==> config.mk <==
export PLATFORM = sky130hd
export DESIGN_NAME = tcbm_mem
export DESIGN_NICKNAME = d
export VERILOG_FILES = /design/src/hdl/tcbm_pkg.sv /design/src/hdl/tcbm_mem.sv
export SDC_FILE = /design/constraint.sdc
export NUM_CORES = 2
export LEC_CHECK = 0
export BUFFER_PORTS_ARGS = -buffer_cell sky130_fd_sc_hd__buf_2
export CAP_MARGIN = 25
export CORE_UTILIZATION = 46
export DETAILED_ROUTE_END_ITERATION = 6
export PLACE_DENSITY = 0.61
export SYNTH_ARGS = -nofsm -noshare
export SYNTH_HDL_FRONTEND = slang
export SYNTH_SLANG_ARGS = --single-unit
==> constraint.sdc <==
create_clock -name clk_i -period 2 [get_ports clk_i]
set_input_delay 0.1 -clock clk_i [delete_from_list [all_inputs] [get_ports clk_i]]
set_output_delay 0.1 -clock clk_i [all_outputs]
set_load 0.03 [all_outputs]
==> src/hdl/tcbm_pkg.sv <==
`default_nettype none
package tcbm_pkg;

  localparam int RowW = 64;
  localparam int IdW  = 6;
  localparam int CntW = 7;

  typedef enum logic [2:0] {
    OP_CLEAR  = 3'd0,
    OP_INSERT = 3'd1,
    OP_QUERY  = 3'd2,
    OP_START  = 3'd3,
    OP_FILTER = 3'd4,
    OP_READ   = 3'd5
  } op_e;

  localparam logic [1:0] FK_BEFORE = 2'd0;
  localparam logic [1:0] FK_AFTER  = 2'd1;
  localparam logic [1:0] FK_UNORD  = 2'd2;

  typedef struct packed {
    logic [2:0]     operation;
    logic [IdW-1:0] first_op;
    logic [IdW-1:0] second_op;
    logic [1:0]     filter_kind;
    logic           combine_mode;
  } req_t;

  typedef struct packed {
    logic            status;
    logic            ordered;
    logic [RowW-1:0] row_bits;
    logic [CntW-1:0] row_count;
  } rsp_t;

endpackage
`default_nettype wire

==> src/hdl/tcbm_mem.sv <==
`default_nettype none
module tcbm_mem import tcbm_pkg::*; #(
  parameter int DEPTH = 64
) (
  input  wire logic                     clk_i,
  input  wire logic                     rst_ni,
  input  wire logic                     clr_i,
  input  wire logic                     we_i,
  input  wire logic [$clog2(DEPTH)-1:0] waddr_i,
  input  wire logic [RowW-1:0]          wdata_i,
  input  wire logic [$clog2(DEPTH)-1:0] raddr_i,
  output logic      [RowW-1:0]          rdata_o
);

  logic [RowW-1:0]  mem_q [DEPTH];
  logic [DEPTH-1:0] vld_q;
  logic [RowW-1:0]  rdata_q;

  always_ff @(posedge clk_i) begin
    if (we_i) begin
      mem_q[waddr_i] <= wdata_i;
    end
    // rows never written since the last clear read as zero
    rdata_q <= vld_q[raddr_i] ? mem_q[raddr_i] : '0;
  end

  always_ff @(posedge clk_i or negedge rst_ni) begin
    if (!rst_ni) begin
      vld_q <= '0;
    end else if (clr_i) begin
      vld_q <= '0;
    end else if (we_i) begin
      vld_q[waddr_i] <= 1'b1;
    end
  end

  assign rdata_o = rdata_q;

endmodule
`default_nettype wire

Word-level counts from Yosys, hierarchy flattened:

Memory sizes are Yosys's and may differ from the RTL's. A register that Yosys moved wholly into a read port is not among the register bits.
Index checks and enable logic that the tools add are counted.

* output and inout port bits: 64
* bits in registers: 64
* input port bits: 80
* memories kept: 1
* bits in writable memories: 4096
* logic and storage cells: 17

Memories
* mem_q: depth 64, width 64, rd ports 1, clocked after memory_dff 1, wr ports 1, RTL line tcbm_mem.sv:15 `logic [RowW-1:0] mem_q [DEPTH];`

* order comparisons: 3
* muxes and demuxes: 8
* bitwise operators: 1
* reduce and logical (&&, ||, !) cells: 3

Operator list (number)
* 2-to-1 mux 64 bit: 2
* OR 64 bit: 1
* < comparator 6 x 7 -> 1 bit, second input constant: 2
* binary-select mux 1 bit (select 6 bit): 1
* demux 1 bit (select 6 bit): 1
* greater-or-equal comparator 6 x 1 -> 1 bit, second input constant: 1
* 2-to-1 mux 1 bit: 4
* nonzero test 2 bit: 1
* logical AND 1 bit: 1
* logical NOT 1 bit: 1

Longest topological paths before layout:

* depth in word-level cells: 7
* depth in mapped cells: 12
* depth with buffers taken out: 6

Worst setup path after synthesis:

Ideal clock, no wire load.

* path type: input port to flip-flop
* start: input waddr_i[5]
* end: memory mem_q[48][0], enable pin
* path slack: -3747 ps
* arrival: 5180 ps
* required time: 1433 ps
* stages: 4
* buffers on the path: 1
* library setup time: 567 ps
* path through: clkbuf_1 nand3_1 or3_1 nor3_1

RTL lines
* start, declared: RTL line tcbm_mem.sv:9 `input wire logic [$clog2(DEPTH)-1:0] waddr_i,`
* end, declared: RTL line tcbm_mem.sv:15

Straight into the memory's write port.

Worst setup path after layout:

* start: register vld_q[15]
* end: register rdata_q[41] (netlist: rdata_o[41]), read port of mem_q

* longest elaborated chain between the ends: 3

Ends and longest elaborated chain
* start, declared: RTL line tcbm_mem.sv:16 `logic [DEPTH-1:0] vld_q;`
* start signal, assigned: RTL line tcbm_mem.sv:29 `vld_q <= '0;`
* start signal, assigned: RTL line tcbm_mem.sv:31 `vld_q <= '0;`
* start signal, assigned by index: RTL line tcbm_mem.sv:33 `vld_q[waddr_i] <= 1'b1;`
* binary-select mux 1 bit (select 6 bit): RTL line tcbm_mem.sv:24 `rdata_q <= vld_q[raddr_i] ? mem_q[raddr_i] : '0;`
* 2-to-1 mux 1 bit (implied by the code): RTL line tcbm_mem.sv:24
* logical NOT 1 bit (no line)
* end, declared: RTL line tcbm_mem.sv:17 `logic [RowW-1:0] rdata_q;`

Every way passes these cells. The select of a mux whose other input is x is not followed.
A chain may end at the register's enable or synchronous reset.

==> reports/metrics.csv <==
metric;value;unit
hold_depth;2;
placed_area;178000;um^2
crit_family;multiplexers;
sw_frac_of_total;21.5;%
insertion_delay;990;ps
drt_pre_antenna_iters;6;
setup_violations;64;
powerDensity;975;nW/um^2
hold_ws;131;ps
dpl_worst_slack;-585;ps
period_minus_slack;2210;ps
antenna_found_initial;24;
drv_cap;0;
rsz0062_at_grt;true;
pwr-share-comb;5.5;%
leakage;63.5;nW
worst-path-stages;9;
core-area;349000;um^2
ys_types;55;
initial_core_util;46.3;%
path_clk_slew;60;ps
antenna_left;0;
pwr-share-clk;42.5;%
critPathMaxStageDelay;490;ps
crit_path_max_fanout;5;
cts_sinks;4224;
yosysSeqAreaShare;77.9;%
irDropWorstVdd;0.810;mV
synth-seq-cells;4224;
cp_num_buf_inv;3;
cp.required;2830;ps
timing_worst_setup_path_type;reg2reg;
hold_class;in2reg;
grt_pass1_vias;85552;
grt_max_degree;78;
synth.area.top_cells;edfxtp_1, mux4_2, mux2i_1;
syn-instance-count;7628;
drt-total-wl;459000;um
finClkSkew;59.0;ps
grt_pass1_wl;646000;um
dieArea;354000;um^2
die-height;595;um
syn_nets;7708;
synthArstFlopShare;1.52;%
port_buffers;143;
netlist_area;162000;um^2
synth_top_cell_area_share;76.1;%
vias;84414;
drc;0;
fp-row-count;217;
maxSlewViolCount;0;
grtUsageTotal;25.7;%
syn_area_per_cell;21.2;um^2
postLayoutCellArea;193000;um^2
nNetsFinal;8859;
worst_slew_pin_slew;1030;ps
arrival;3040;ps
via_per_inst;6.14;
violations;negative setup slack;
syn_to_final_growth;19.6;%
startpoint_type;register;
internal_power;0.148;W
cts_buffers;422;
io_pins;144;
synth-edff-count;4096;
fp.dieW;595;um
hold_violations;0;
routedWlPerCell;33.4;um
gp_congestion;0.813;
dp_cells;12859;
status;finished, violations left;
cts_tree;built;
drtIter0Drc;10414;
yosys_warnings;0;
stdcell_count;13758;
yosysTopAreaCell;edfxtp_1;
cts_root_buf;clkbuf_16;
max_slew_margin;31.3;%
path_cells;mux4_2, a22oi_2, a21oi_2, nor3_2, a21o_4, buf_6, buf_12, buf_16, a31oi_2;
drive_gt1_share;30.7;%
place_hpwl;281000;um
fin_util;55.3;%
p_switching;0.0405;W
worst_slack;-211;ps
r2r_cells;9;
fin_crit_sh;111;%
slowest_stage;mux4_2;
fmax;0.452;GHz
cp-end-kind;register;
ys.flop_type;edfxtp_1;
grt.overflow.total;0;
p_seq_share;52.0;%
clk_path_buf_depth;4;
htree_levels;5;
-- cell usage after synthesis (3+ instances only) --
cell and instances:
buf_12 17, edfxtp_1 4096, dfrtp_1 64, nand2b_1 11, a31oi_1 97, nor2b_1 27, mux2_2 37, o221ai_1 73
buf_2 99, dfxtp_1 64, nand3_1 67, buf_1 22, mux4_1 10, mux2i_1 467, mux4_2 833, a21o_1 3
nor3_1 24, and2_1 13, clkbuf_1 172, a32oi_1 17, a22oi_1 103, a21oi_1 155, o22ai_1 106, o211ai_1 65
a211oi_1 25, nor3_2 18, nor2_1 303, buf_6 66, buf_4 50, nor4_2 3, o21ai_1 18, a211oi_2 3
o21ai_0 50, buf_8 19, a31o_2 28, nand2_1 372, a221oi_1 5
-- power by group through the flow --
stage                     Clock (W)  Combinational (W)  Sequential [W]
after floorplan                   0            0.00509          0.0999
after global placement            0            0.00988          0.0998
after detailed placement          0             0.0100          0.0999
after CTS                    0.0810             0.0103          0.0980
after global routing         0.0843             0.0109          0.0980
final                        0.0801             0.0104          0.0980
-- stage by stage --
stage          power, W  TNS [ps]
2_1_floorplan     0.105  -1247370
5_1_grt           0.193    -11680
6_report          0.188     -9140
3_3_place_gp      0.110    -26550
3_5_place_dp      0.110    -28660
4_1_cts           0.189     -7590
-- area by class of cell --
cell class	count	area, um^2
Fill cell	26000	156000
Timing Repair Buffer	1174	13800
Clock buffer	534	11300
Multi-Input combinational cell	2955	33700
Sequential cell	4224	126000
Inverter	2	15.0
Antenna cell	9	22.5
Clock inverter	261	2750
Tap cell	4599	5750
-- placed cells by master, fill, tap and decap left out, types with 106 or more instances in the layout --
cell and count:
buf_12 395, a21oi_1 144, o22ai_1 106, edfxtp_1 4096
mux2i_1 467, nor2_1 234, buf_4 545, mux4_2 841
nand2_1 366, clkbuf_16 428, buf_2 138
-- final timing paths --
check,endpoint,start,slack [ps]
worst min register to register,vld_q[42],vld_q[42],490
worst max-delay path,rdata_o[41],vld_q[15],-210
max in group asynchronous,vld_q[27],rst_ni,1440
min in group asynchronous,vld_q[63],rst_ni,230
worst max register to register,rdata_o[41],vld_q[15],-210
worst min-delay path,mem_q[58][23],wdata_i[23],130
-- routing by layer --
layer | GRT usage, % | wire (um) | vias to the layer above
met1 | 36.7 | 185000 | 45482
met2 | 41.9 | 223000 | 4135
met5 | 0 | 21 | -
li1 | - | - | 34082
met3 | 3.62 | 38700 | 711
met4 | 6.69 | 12500 | 4
-- sequential cells by signal, summed over array words and instances, names as in the netlist --
| name | count |
|---|---|
| vld_q | 64 |
| rdata_o | 64 |
| mem_q | 4096 |
-- logic make-up (layout without fill, tap and decap cells) --
group,count (synthesis),after routing,synth area share [%]
muxes,1347,1347,14.9
other,0,9,0
buffers and inverters,449,1971,1.85
AOI/OAI and AO/OA,759,759,3.14
DFF,4224,4224,77.9
and+or+nand+nor,849,849,2.23
-- repair_timing --
action | in CTS | in global routing
hold buffers | 81 | 0
hold endpoints to repair | 4481 | 0
endpoints found under the setup margin | 68 | 235
cloned | 3 | 3
resized for setup | 18 | 53
pin swaps | 3 | 15
buffers inserted | 7 | 1
No activity file was read; power rests on OpenSTA's default activity.
